$ cat src/rtl/core/rhpm_pkg.sv
// Shared widths, constants and command codes for the rolling hash pattern matcher.
package rhpm_pkg;

    localparam int BYTE_W          = 8;
    localparam int HASH_W          = 13;
    localparam int POS_W           = 24;
    localparam int RED_W           = HASH_W + BYTE_W;
    localparam int MAX_PATTERN_DEF = 64;

    localparam logic [POS_W-1:0]  POS_MAX   = {POS_W{1'b1}};
    localparam logic [HASH_W-1:0] MOD_RESET = HASH_W'(101);

    localparam logic CMD_PATTERN = 1'b0;
    localparam logic CMD_TEXT    = 1'b1;

endpackage

$ cat src/rtl/core/rhpm_modred.sv
// Bit-serial restoring reduction of a RED_W-bit operand modulo a 13-bit modulus.
module rhpm_modred
    import rhpm_pkg::*;
(
    input  logic              clk,
    input  logic              rst_n,
    input  logic              start,
    input  logic [RED_W-1:0]  operand,
    input  logic [HASH_W-1:0] modulus,
    output logic              done,
    output logic [HASH_W-1:0] result
);

    localparam int CNT_W = $clog2(RED_W);

    logic              busy_reg;
    logic              done_reg;
    logic [CNT_W-1:0]  cnt_reg;
    logic [RED_W-1:0]  sh_reg;
    logic [HASH_W-1:0] rem_reg;
    logic [HASH_W:0]   trial;
    logic [HASH_W:0]   diff;

    // shift in one operand bit, subtract the modulus once if it fits
    assign trial = {rem_reg, sh_reg[RED_W-1]};
    assign diff  = trial - {1'b0, modulus};

    always_ff @(posedge clk or negedge rst_n)
    begin
        if (!rst_n)
        begin
            busy_reg <= 1'b0;
            done_reg <= 1'b0;
            cnt_reg  <= '0;
        end
        else
        begin
            done_reg <= 1'b0;
            if (start)
            begin
                busy_reg <= 1'b1;
                cnt_reg  <= '0;
            end
            else if (busy_reg)
            begin
                cnt_reg <= cnt_reg + CNT_W'(1);
                if (cnt_reg == CNT_W'(RED_W - 1))
                begin
                    busy_reg <= 1'b0;
                    done_reg <= 1'b1;
                end
            end
        end
    end

    always_ff @(posedge clk)
    begin
        if (start)
        begin
            sh_reg  <= operand;
            rem_reg <= '0;
        end
        else if (busy_reg)
        begin
            sh_reg <= {sh_reg[RED_W-2:0], 1'b0};
            if (trial >= {1'b0, modulus})
                rem_reg <= diff[HASH_W-1:0];
            else
                rem_reg <= trial[HASH_W-1:0];
        end
    end

    assign done   = done_reg;
    assign result = rem_reg;

    a_done_after_busy: assert property (@(posedge clk) disable iff (!rst_n)
        done_reg |-> $past(busy_reg))
        else $error("reduction done without a run");

    a_no_restart: assert property (@(posedge clk) disable iff (!rst_n)
        start |-> !busy_reg)
        else $error("reduction restarted while busy");

    a_rem_bounded: assert property (@(posedge clk) disable iff (!rst_n)
        (busy_reg && $past(busy_reg)) |-> (rem_reg < modulus))
        else $error("partial remainder not below modulus");

endmodule

$ cat src/rtl/core/rolling_hash_pattern_matcher.sv
// Top level of the Rabin-Karp rolling hash pattern matcher.
//
// Input channel (in_valid/in_ready): one beat is a byte. cmd 0 loads a pattern
// byte, cmd 1 streams a text byte; is_last closes the pattern or the text.
// Pattern bytes give no result. Each text byte gives exactly one result beat on
// the output channel (out_valid/out_ready): match flag, start index, done flag
// and the sticky any-match flag of this text.
// All modular reductions run through one bit-serial reducer that takes one
// operand bit per cycle, with a start and a wait state around each reduction.
//   text byte, window filling : one reduction (shift-in)
//   text byte, window full    : old-byte product, subtract, shift-in,
//                               plus up to one read and compare per
//                               pattern byte on a hash hit
//   last pattern byte         : builds the pattern hash and the radix
//                               power, one reduction per step
// The block takes one beat at a time and is ready only while idle. The result
// sits in an output register, so a new beat is accepted while the previous
// result still waits; a stalled receiver only holds the block at its final
// step. Reset clears all control state, sets the modulus to 101 and the
// radix power to 1; no clearing pass is needed. The modulus written through
// cfg_wr_data is taken up when a pattern completes.
module rolling_hash_pattern_matcher
    import rhpm_pkg::*;
#(
    parameter int MAX_PATTERN = MAX_PATTERN_DEF
)
(
    input  logic              clk,
    input  logic              rst_n,
    // configuration
    input  logic              cfg_wr_en,
    input  logic [HASH_W-1:0] cfg_wr_data,
    // input channel
    input  logic              in_valid,
    output logic              in_ready,
    input  logic              cmd,
    input  logic [BYTE_W-1:0] byte_value,
    input  logic              is_last,
    // output channel
    output logic              out_valid,
    input  logic              out_ready,
    output logic              match_found,
    output logic [POS_W-1:0]  match_start,
    output logic              text_done,
    output logic              any_match
);

    localparam int IDX_W = (MAX_PATTERN > 1) ? $clog2(MAX_PATTERN) : 1;
    localparam int LEN_W = $clog2(MAX_PATTERN + 1);
    localparam int PW    = LEN_W + 1;

    // sequencer states
    localparam logic [3:0] S_IDLE  = 4'd0;
    localparam logic [3:0] S_T_MUL = 4'd1;   // old byte times radix power
    localparam logic [3:0] S_T_SGO = 4'd2;   // reduce the product
    localparam logic [3:0] S_T_SW  = 4'd3;
    localparam logic [3:0] S_T_NGO = 4'd4;   // reduce hash*256 + byte
    localparam logic [3:0] S_T_NW  = 4'd5;
    localparam logic [3:0] S_T_WR  = 4'd6;   // ring write, hit check
    localparam logic [3:0] S_C_SET = 4'd7;
    localparam logic [3:0] S_C_RD  = 4'd8;
    localparam logic [3:0] S_C_CHK = 4'd9;
    localparam logic [3:0] S_T_OUT = 4'd10;
    localparam logic [3:0] S_P_RD  = 4'd11;
    localparam logic [3:0] S_P_HGO = 4'd12;  // pattern hash step
    localparam logic [3:0] S_P_HW  = 4'd13;
    localparam logic [3:0] S_P_RGO = 4'd14;  // radix power step
    localparam logic [3:0] S_P_RW  = 4'd15;

    logic [3:0]        state_reg, state_next;
    logic [HASH_W-1:0] hmod_reg;
    logic [HASH_W-1:0] aq_reg, aq_next;
    logic [LEN_W-1:0]  plen_reg, plen_next;
    logic [HASH_W-1:0] ph_reg, ph_next;
    logic [HASH_W-1:0] rp_reg, rp_next;
    logic [HASH_W-1:0] wh_reg, wh_next;
    logic [POS_W-1:0]  pos_reg, pos_next;
    logic              found_reg, found_next;
    logic [LEN_W-1:0]  lc_reg, lc_next;
    logic              loading_reg, loading_next;
    logic [LEN_W-1:0]  fill_reg, fill_next;
    logic [IDX_W-1:0]  head_reg, head_next;
    logic [IDX_W-1:0]  cpos_reg, cpos_next;
    logic [LEN_W-1:0]  j_reg, j_next;
    logic              hit_reg, hit_next;
    logic [BYTE_W-1:0] byte_reg, byte_next;
    logic              last_reg, last_next;
    logic [RED_W-1:0]  prod_reg, prod_next;
    logic              out_valid_reg, out_valid_next;
    logic              out_load;

    logic              out_found_reg;
    logic [POS_W-1:0]  out_start_reg;
    logic              out_done_reg;
    logic              out_any_reg;
    logic [POS_W-1:0]  start_calc;

    // pattern store and window ring, one write and one registered read each
    logic [BYTE_W-1:0] pat_mem  [MAX_PATTERN];
    logic [BYTE_W-1:0] ring_mem [MAX_PATTERN];
    logic [BYTE_W-1:0] pat_rdata_reg;
    logic [BYTE_W-1:0] ring_rdata_reg;
    logic              pat_we;
    logic [IDX_W-1:0]  pat_waddr;
    logic              ring_we;
    logic [IDX_W-1:0]  ring_raddr;

    logic              in_fire;
    logic [LEN_W-1:0]  lc_eff;
    logic [LEN_W-1:0]  lc_new;
    logic [LEN_W-1:0]  fill_new;
    logic [PW-1:0]     head_x;
    logic [PW-1:0]     plen_x;
    logic [PW-1:0]     back_x;
    logic [IDX_W-1:0]  ring_back;
    logic [IDX_W-1:0]  head_inc;
    logic [IDX_W-1:0]  cpos_inc;
    logic [HASH_W:0]   sub_t;
    logic [HASH_W:0]   sub_d;

    logic              red_start;
    logic [RED_W-1:0]  red_operand;
    logic              red_done;
    logic [HASH_W-1:0] red_result;

    rhpm_modred u_modred (
        .clk     (clk),
        .rst_n   (rst_n),
        .start   (red_start),
        .operand (red_operand),
        .modulus (aq_reg),
        .done    (red_done),
        .result  (red_result)
    );

    assign in_ready  = (state_reg == S_IDLE);
    assign in_fire   = in_valid && in_ready;
    assign out_valid = out_valid_reg;
    assign out_load  = (state_reg == S_T_OUT) && (!out_valid_reg || out_ready);

    // ring slot M bytes behind the head: oldest byte before the write,
    // window start after it
    assign head_x    = PW'(head_reg);
    assign plen_x    = PW'(plen_reg);
    assign back_x    = (head_x >= plen_x) ? (head_x - plen_x)
                                          : (head_x + PW'(MAX_PATTERN) - plen_x);
    assign ring_back = back_x[IDX_W-1:0];
    assign head_inc  = (head_reg == IDX_W'(MAX_PATTERN - 1)) ? '0 : head_reg + IDX_W'(1);
    assign cpos_inc  = (cpos_reg == IDX_W'(MAX_PATTERN - 1)) ? '0 : cpos_reg + IDX_W'(1);
    assign ring_raddr = (state_reg == S_C_RD) ? cpos_reg : ring_back;

    assign lc_eff   = loading_reg ? lc_reg : '0;
    assign pat_we   = in_fire && (cmd == CMD_PATTERN) && (lc_eff < LEN_W'(MAX_PATTERN));
    assign pat_waddr = lc_eff[IDX_W-1:0];
    assign lc_new   = pat_we ? lc_eff + LEN_W'(1) : lc_eff;
    assign fill_new = (fill_reg < plen_reg) ? fill_reg + LEN_W'(1) : fill_reg;
    assign ring_we  = (state_reg == S_T_WR);

    // (hash + q - sub) mod q, both terms already below q
    assign sub_t = {1'b0, wh_reg} + {1'b0, aq_reg} - {1'b0, red_result};
    assign sub_d = sub_t - {1'b0, aq_reg};

    assign start_calc = (pos_reg >= POS_MAX) ? POS_MAX
                      : pos_reg - (POS_W'(plen_reg) - POS_W'(1));

    always_comb
    begin
        red_start = (state_reg == S_T_SGO) || (state_reg == S_T_NGO) ||
                    (state_reg == S_P_HGO) || (state_reg == S_P_RGO);
        case (state_reg)
            S_T_SGO: red_operand = prod_reg;
            S_T_NGO: red_operand = {wh_reg, byte_reg};
            S_P_HGO: red_operand = {ph_reg, pat_rdata_reg};
            S_P_RGO: red_operand = {rp_reg, {BYTE_W{1'b0}}};
            default: red_operand = prod_reg;
        endcase
    end

    always_comb
    begin
        state_next     = state_reg;
        aq_next        = aq_reg;
        plen_next      = plen_reg;
        ph_next        = ph_reg;
        rp_next        = rp_reg;
        wh_next        = wh_reg;
        pos_next       = pos_reg;
        found_next     = found_reg;
        lc_next        = lc_reg;
        loading_next   = loading_reg;
        fill_next      = fill_reg;
        head_next      = head_reg;
        cpos_next      = cpos_reg;
        j_next         = j_reg;
        hit_next       = hit_reg;
        byte_next      = byte_reg;
        last_next      = last_reg;
        prod_next      = prod_reg;
        out_valid_next = out_valid_reg && !out_ready;

        case (state_reg)
            S_IDLE:
            begin
                if (in_fire)
                begin
                    byte_next = byte_value;
                    last_next = is_last;
                    hit_next  = 1'b0;
                    if (cmd == CMD_PATTERN)
                    begin
                        if (!loading_reg)
                        begin
                            // new pattern drops the text state
                            plen_next  = '0;
                            wh_next    = '0;
                            pos_next   = '0;
                            found_next = 1'b0;
                            fill_next  = '0;
                            head_next  = '0;
                        end
                        lc_next      = lc_new;
                        loading_next = 1'b1;
                        if (is_last)
                        begin
                            loading_next = 1'b0;
                            aq_next      = (hmod_reg < HASH_W'(2)) ? HASH_W'(1) : hmod_reg;
                            rp_next      = (hmod_reg < HASH_W'(2)) ? '0 : HASH_W'(1);
                            plen_next    = lc_new;
                            ph_next      = '0;
                            j_next       = '0;
                            state_next   = S_P_RD;
                        end
                    end
                    else if (plen_reg == '0)
                        state_next = S_T_OUT;
                    else if (fill_reg < plen_reg)
                        state_next = S_T_NGO;
                    else
                        state_next = S_T_MUL;
                end
            end

            S_T_MUL:
            begin
                prod_next  = {{HASH_W{1'b0}}, ring_rdata_reg} * {{BYTE_W{1'b0}}, rp_reg};
                state_next = S_T_SGO;
            end

            S_T_SGO: state_next = S_T_SW;

            S_T_SW:
            begin
                if (red_done)
                begin
                    wh_next    = (sub_t >= {1'b0, aq_reg}) ? sub_d[HASH_W-1:0]
                                                           : sub_t[HASH_W-1:0];
                    state_next = S_T_NGO;
                end
            end

            S_T_NGO: state_next = S_T_NW;

            S_T_NW:
            begin
                if (red_done)
                begin
                    wh_next    = red_result;
                    state_next = S_T_WR;
                end
            end

            S_T_WR:
            begin
                head_next = head_inc;
                fill_next = fill_new;
                if ((fill_new == plen_reg) && (wh_reg == ph_reg))
                begin
                    j_next     = '0;
                    state_next = S_C_SET;
                end
                else
                    state_next = S_T_OUT;
            end

            S_C_SET:
            begin
                cpos_next  = ring_back;
                state_next = S_C_RD;
            end

            S_C_RD: state_next = S_C_CHK;

            S_C_CHK:
            begin
                if (ring_rdata_reg != pat_rdata_reg)
                    state_next = S_T_OUT;
                else if (j_reg == plen_reg - LEN_W'(1))
                begin
                    hit_next   = 1'b1;
                    state_next = S_T_OUT;
                end
                else
                begin
                    j_next     = j_reg + LEN_W'(1);
                    cpos_next  = cpos_inc;
                    state_next = S_C_RD;
                end
            end

            S_T_OUT:
            begin
                if (out_load)
                begin
                    out_valid_next = 1'b1;
                    found_next     = found_reg || hit_reg;
                    if (pos_reg < POS_MAX)
                        pos_next = pos_reg + POS_W'(1);
                    if (last_reg)
                    begin
                        wh_next    = '0;
                        pos_next   = '0;
                        found_next = 1'b0;
                        fill_next  = '0;
                        head_next  = '0;
                    end
                    state_next = S_IDLE;
                end
            end

            S_P_RD: state_next = S_P_HGO;

            S_P_HGO: state_next = S_P_HW;

            S_P_HW:
            begin
                if (red_done)
                begin
                    ph_next = red_result;
                    if (j_reg == plen_reg - LEN_W'(1))
                    begin
                        if (plen_reg > LEN_W'(1))
                        begin
                            j_next     = LEN_W'(1);
                            state_next = S_P_RGO;
                        end
                        else
                            state_next = S_IDLE;
                    end
                    else
                    begin
                        j_next     = j_reg + LEN_W'(1);
                        state_next = S_P_RD;
                    end
                end
            end

            S_P_RGO: state_next = S_P_RW;

            S_P_RW:
            begin
                if (red_done)
                begin
                    rp_next = red_result;
                    if (j_reg == plen_reg - LEN_W'(1))
                        state_next = S_IDLE;
                    else
                    begin
                        j_next     = j_reg + LEN_W'(1);
                        state_next = S_P_RGO;
                    end
                end
            end

            default: state_next = S_IDLE;
        endcase
    end

    always_ff @(posedge clk or negedge rst_n)
    begin
        if (!rst_n)
        begin
            state_reg     <= S_IDLE;
            hmod_reg      <= MOD_RESET;
            aq_reg        <= MOD_RESET;
            plen_reg      <= '0;
            ph_reg        <= '0;
            rp_reg        <= HASH_W'(1);
            wh_reg        <= '0;
            pos_reg       <= '0;
            found_reg     <= 1'b0;
            lc_reg        <= '0;
            loading_reg   <= 1'b0;
            fill_reg      <= '0;
            head_reg      <= '0;
            cpos_reg      <= '0;
            j_reg         <= '0;
            hit_reg       <= 1'b0;
            last_reg      <= 1'b0;
            out_valid_reg <= 1'b0;
        end
        else
        begin
            state_reg     <= state_next;
            if (cfg_wr_en)
                hmod_reg <= cfg_wr_data;
            aq_reg        <= aq_next;
            plen_reg      <= plen_next;
            ph_reg        <= ph_next;
            rp_reg        <= rp_next;
            wh_reg        <= wh_next;
            pos_reg       <= pos_next;
            found_reg     <= found_next;
            lc_reg        <= lc_next;
            loading_reg   <= loading_next;
            fill_reg      <= fill_next;
            head_reg      <= head_next;
            cpos_reg      <= cpos_next;
            j_reg         <= j_next;
            hit_reg       <= hit_next;
            last_reg      <= last_next;
            out_valid_reg <= out_valid_next;
        end
    end

    // datapath and result payload
    always_ff @(posedge clk)
    begin
        byte_reg <= byte_next;
        prod_reg <= prod_next;
        if (out_load)
        begin
            out_found_reg <= hit_reg;
            out_start_reg <= hit_reg ? start_calc : '0;
            out_done_reg  <= last_reg;
            out_any_reg   <= found_reg || hit_reg;
        end
    end

    always_ff @(posedge clk)
    begin
        if (pat_we)
            pat_mem[pat_waddr] <= byte_value;
        pat_rdata_reg <= pat_mem[j_reg[IDX_W-1:0]];
    end

    always_ff @(posedge clk)
    begin
        if (ring_we)
            ring_mem[head_reg] <= byte_reg;
        ring_rdata_reg <= ring_mem[ring_raddr];
    end

    assign match_found = out_found_reg;
    assign match_start = out_start_reg;
    assign text_done   = out_done_reg;
    assign any_match   = out_any_reg;

    a_fill_le_len: assert property (@(posedge clk) disable iff (!rst_n)
        fill_reg <= plen_reg)
        else $error("window fill beyond pattern length");

    a_hash_reduced: assert property (@(posedge clk) disable iff (!rst_n)
        (wh_reg < aq_reg) && (ph_reg < aq_reg) && (rp_reg < aq_reg))
        else $error("hash state not reduced modulo q");

    a_done_in_wait: assert property (@(posedge clk) disable iff (!rst_n)
        red_done |-> ((state_reg == S_T_SW) || (state_reg == S_T_NW) ||
                      (state_reg == S_P_HW) || (state_reg == S_P_RW)))
        else $error("reduction result arrived outside a wait state");

    a_hit_after_compare: assert property (@(posedge clk) disable iff (!rst_n)
        $rose(hit_reg) |-> ($past(state_reg) == S_C_CHK))
        else $error("match flagged without a byte compare");

endmodule
$ cat config.mk
export PLATFORM = sky130hd
export DESIGN_NAME = rolling_hash_pattern_matcher
export DESIGN_NICKNAME = d
export VERILOG_FILES = /design/src/rtl/core/rhpm_pkg.sv /design/src/rtl/core/rhpm_modred.sv /design/src/rtl/core/rolling_hash_pattern_matcher.sv
export SDC_FILE = /design/constraint.sdc
export NUM_CORES = 2
export LEC_CHECK = 0
export BUFFER_PORTS_ARGS = -buffer_cell sky130_fd_sc_hd__buf_2
export CORE_ASPECT_RATIO = 1.4
export CORE_MARGIN = 8
export CORE_UTILIZATION = 50
export CTS_CLUSTER_DIAMETER = 200
export CTS_CLUSTER_SIZE = 25
export DETAILED_ROUTE_END_ITERATION = 12
export GPL_ROUTABILITY_DRIVEN = 0
export MAX_ROUTING_LAYER = met4
export PLACE_DENSITY = 0.65
export SLEW_MARGIN = 0
export SYNTH_ARGS = -nofsm -noshare
export SYNTH_HDL_FRONTEND = slang
export SYNTH_HIERARCHICAL = 1
export SYNTH_SLANG_ARGS = --single-unit
$ cat constraint.sdc
create_clock -name clk -period 8.7 [get_ports clk]
set_input_delay 0.435 -clock clk [delete_from_list [all_inputs] [get_ports clk]]
set_output_delay 0.435 -clock clk [all_outputs]
set_load 0.005 [all_outputs]
Word level (Yosys, flattened, before mapping). Memories as Yosys holds them, arrays and structs flattened. A register that Yosys moved wholly into a read port is not among the register bits. Index checks and enable logic that the tools add are counted.

Reductions and logical operators: 38. Equality and inequality tests: 40. $add $sub $neg: 17. Bitwise operators: 1. Muxes and demuxes: 107. Order comparisons: 9. $mul: 1.

Operator list (count): $mux 13 (16); $mux 24 (7); $mux 7 (19); $mux 6 (11); $pmux 4 s16 (1); $pmux 21 s3 (1); $mux 4 (13); $pmux 13 s2 (2); $pmux 13 s4 (1); $pmux 24 s2 (1); $mux 21 (2); $pmux 7 s5 (1); $eq 4x4->1 const B (8); $ge 14x13->1 (2); $sub 13x13->13 (2); $add 24x1->24 const B (1); $ge 24x24->1 const B (1); $lt 24x24->1 const B (1); $sub 24x24->24 (1); $mux 1 (22); $add 7x1->7 const B (3); $mul 8x13->21 (1); $pmux 7 s3 (1); $add 6x1->6 const B (3); other kinds (48) (92).

Logic and storage cells: 244. Output and inout port bits: 29. Memory bits (writable): 1024. Register bits after elaboration: 235. Memories: 2. Input port bits: 28.

Memory list: pat_mem (words 64, width 8, rd ports 1, clocked after memory_dff 1, write ports 1, RTL line rolling_hash_pattern_matcher.sv:99) `logic [BYTE_W-1:0] pat_mem [MAX_PATTERN];`; ring_mem (words 64, width 8, rd ports 1, clocked after memory_dff 1, write ports 1, RTL line rolling_hash_pattern_matcher.sv:100) `logic [BYTE_W-1:0] ring_mem [MAX_PATTERN];`.

Logic depth before layout (Yosys ltp).
Word-level depth: 6. Depth in mapped cells: 22. Mapped depth without buffers: 21.

Cells and area by module. Netlist, hierarchy kept.

Modules (own cells, without submodules): rolling_hash_pattern_matcher (area an instance 56823.2 sq um, sequential area each 36216.0 sq um, instances 1, cells each 3846); rhpm_modred (area an instance 2695.1 sq um, sequential area each 1066.0 sq um, instances 1, cells each 271).

Worst setup path after synthesis. OpenSTA, ideal clock, no wires.

Path kind: register to register. Start point: register ring_rdata_reg[3], read port of ring_mem. End point: register prod_reg[20] (data pin). Slack: 4013 ps. Required time: 8440 ps. Arrival: 4428 ps. Clock period less this slack: 4687 ps. Buffers on the path: 1. Library setup time: 260 ps. Stages on the path, launching flop included: 16. Cells stage by stage: dfxtp_1 clkbuf_1 and2_1 fa_1 fa_1 fa_1 fa_1 ha_1 a21oi_1 inv_1 o311ai_0 a211oi_1 nor3_1 o31ai_1 a21oi_1 xnor2_1.

Cells in the longest elaborated chain, start to end: 1.

Ends and longest elaborated chain: start, declared (RTL line rolling_hash_pattern_matcher.sv:102) `logic [BYTE_W-1:0] ring_rdata_reg;`; $mul 8x13->21 (RTL line rolling_hash_pattern_matcher.sv:245) `prod_next = {{HASH_W{1'b0}}, ring_rdata_reg} * {{BYTE_W{1'b0}}, rp_reg};`; end signal, assigned (RTL line rolling_hash_pattern_matcher.sv:429) `prod_reg <= prod_next;`; end, declared (RTL line rolling_hash_pattern_matcher.sv:88) `logic [RED_W-1:0] prod_reg, prod_next;`.

No other way between the ends. A chain may end at the register's enable or synchronous reset.

Final worst setup path. Same ends and word-level chain as after synthesis.

==> flow_metrics.tcl <==
set metrics [dict create \
    status "complete, no violations" \
    nets 4319 \
    ys_seq_area_share_pct 62.6 \
    yosysWarningCount 6 \
    period_share_pct 62.1 \
    syn-num-nets 4353 \
    ys_types 90 \
    die_w_um 308 \
    cp_common_cell "fa_1" \
    grt_pass1_wl_um 215000 \
    synthesis.instances 4117 \
    wl_um 141000 \
    die_area_mm2 0.130 \
    r2r-start "ring_rdata_reg[3]$_DFF_P_" \
    yosysTopAreaCell "edfxtp_1" \
    worst-path-stages 14 \
    hpwl_um 92500 \
    synth_seq_cells 1275 \
    row_count 150 \
    maxCapViolCount 0 \
    critPathLaunch "ring_rdata_reg[3]$_DFF_P_" \
    ys.flop_type "edfxtp_1" \
    crit_family "adder cells" \
    drt_iter0_drc 2652 \
    clkLatencyLatePin_ps 700 \
    core_area_mm2 0.119 \
    min_period_ps 5400 \
    vias 34000 \
    start_kind "register" \
    synthArstFlopShare_pct 11.4 \
    critical_path.max_fanout 14 \
    hold_viol 0 \
    numCtsBuffers 56 \
    wl_per_cell_um 24.6 \
    reg_top3 "pat_mem x512, ring_mem x512" \
    worst_pin_slew_ps 1130 \
    worst-path-buf-inv 1 \
    syn_area_mm2 0.0595 \
    first_pass_iters 6 \
    grt_max_degree 125 \
    cts-root-buf "clkbuf_16" \
    crit_chain "and2_1 > fa_1 > fa_1 > fa_1 > fa_1 > ha_1 > a21oi_1 > inv_1 > o311ai_0 > a211oi_1 > nor3_1 > o31ai_1 > a21oi_1 > xnor2_1" \
    post_cts_resized 0 \
    grt-ovfl-total 0 \
    hp-class "in2reg" \
    antenna_found_initial 5 \
    critical_path_arrival_ps 5840 \
    synth_edf_count 1101 \
    min_from "is_last" \
    clkTransAtPathRegs_ps 110 \
    setup_viol 0 \
    first_global_vias 34300 \
    postRouteAntennaNets 0 \
    cts_tree "done" \
    drc 0 \
    track_usage_pct 21.9 \
    areaGrowthSynthToFinish_pct 6.12 \
    syn_avg_cell_area_um2 14.5 \
    whs_path_depth 2 \
    cts_buffer_depth 3 \
    worstSetupPathType "reg2reg" \
    cpPeakStageDelay_ps 720 \
    drive_above_1_share_pct 11.0 \
    required_ps 9130 \
    port_buffers 56 \
    slowest_stage "o311ai_0" \
    slew_violations 0 \
    initial_core_util_pct 50.1 \
    clock_skew_ps 46.6 \
    netlist.area_leader.share_pct 55.5 \
    io_pins 57 \
    htree_levels 2 \
    relSlewSlack_pct 24.7 \
    fmax_mhz 185 \
    die_h_um 424 \
    clock-sinks 1275 \
    end_kind "register" \
    rsz0062_at_grt "no" \
    synth_area_leaders "edfxtp_1 (56%), mux4_2 (7.0%), dfrtp_1 (5.7%), mux2i_1 (5.1%), fa_1 (2.8%)" \
    via_per_inst 5.93 \
    finalSetupTns_ps 0 \
    reg2regPathDepth 14 \
]
worst paths after layout:
kind | endpoint | slack, ps
max | prod_reg[20]$_DFFE_PP_ | 3300
min in group asynchronous | wh_reg[8]$_DFFE_PN0P_ | 340
min | plen_reg[2]$_DFFE_PN0P_ | 100
max in group asynchronous | j_reg[0]$_DFFE_PN0P_ | 7240
max reg2reg | prod_reg[20]$_DFFE_PP_ | 3300
min reg2reg | aq_reg[6]$_DFFE_PN1P_ | 490
per-layer routing:
metal	vias up	global-route usage (%)	routed length, um
met3	233	2.05	6300
met2	882	37.9	73500
li1	15400	-	-
met4	0	6.75	4870
met1	17500	27.4	56300
met5	-	-	0
cells in the final DEF, fill, tap and decap left out, types with 81 or more instances in the layout:
cell type and instances:
xnor2_1 81, ha_1 125, nand2_1 282, nor2_1 344, a21oi_1 98, o21ai_0 157
mux4_2 184, dfrtp_1 133, mux2i_1 296, fa_1 83, inv_1 185, edfxtp_1 1101
through the flow:
stage	cell area [um^2]	hold slack [ps]	worst slack, ps	instances	util (%)
5_1_grt	63200	81.1	3080	5727	53.2
4_1_cts	63100	63.0	3310	5726	53.2
2_1_floorplan	59500	139	4010	4117	-
3_3_place_gp	61400	467	3440	5606	51.7
3_5_place_dp	61400	469	3400	5606	51.7
6_report	63200	100	3300	5729	53.2
what timing repair did:
| item | CTS | global route |
|---|---|---|
| hold endpoints to repair | 66 | 0 |
| hold buffers | 14 | 0 |
| setup buffers | 0 | 0 |
| setup endpoints to repair | 0 | 0 |
cell usage after synthesis, types with 26 or more instances:
cell type and count:
edfxtp_1 1101, nor2_1 346, mux2i_1 301, nand2_1 284, inv_1 185, mux4_2 184, o21ai_0 157, clkbuf_1 136
dfrtp_1 136, ha_1 125, a21oi_1 98, fa_1 83, xnor2_1 81, and2_1 72, nand3_1 62, xor2_1 52
nor3_1 47, buf_2 44, o221ai_1 40, mux2_2 35, o22ai_1 31, dfxtp_1 29, a21o_1 28, nand4_1 28
nand2b_1 27, nor4_1 26
area by class of cell:
type	count	area, um^2
Fill cell	9771	55600
Antenna cell	2	5.00
Clock buffer	103	1580
Multi-Input combinational cell	2439	20700
Timing Repair Buffer	126	882
Sequential cell	1275	37300
Inverter	185	694
Tap cell	1596	2000
Clock inverter	3	58.8
kinds of logic after synthesis:
family	share of synthesized area, %
buffers and inverters	2.80
DFF	62.6
adders and majority gates	5.42
AOI/OAI and AO/OA	6.61
xor gates and xnor gates	2.07
and+or+nand+nor	7.77
muxes	12.7
Power is not shown: default switching activity piles up to over one toggle a cycle in this logic, so the estimate is an artifact.
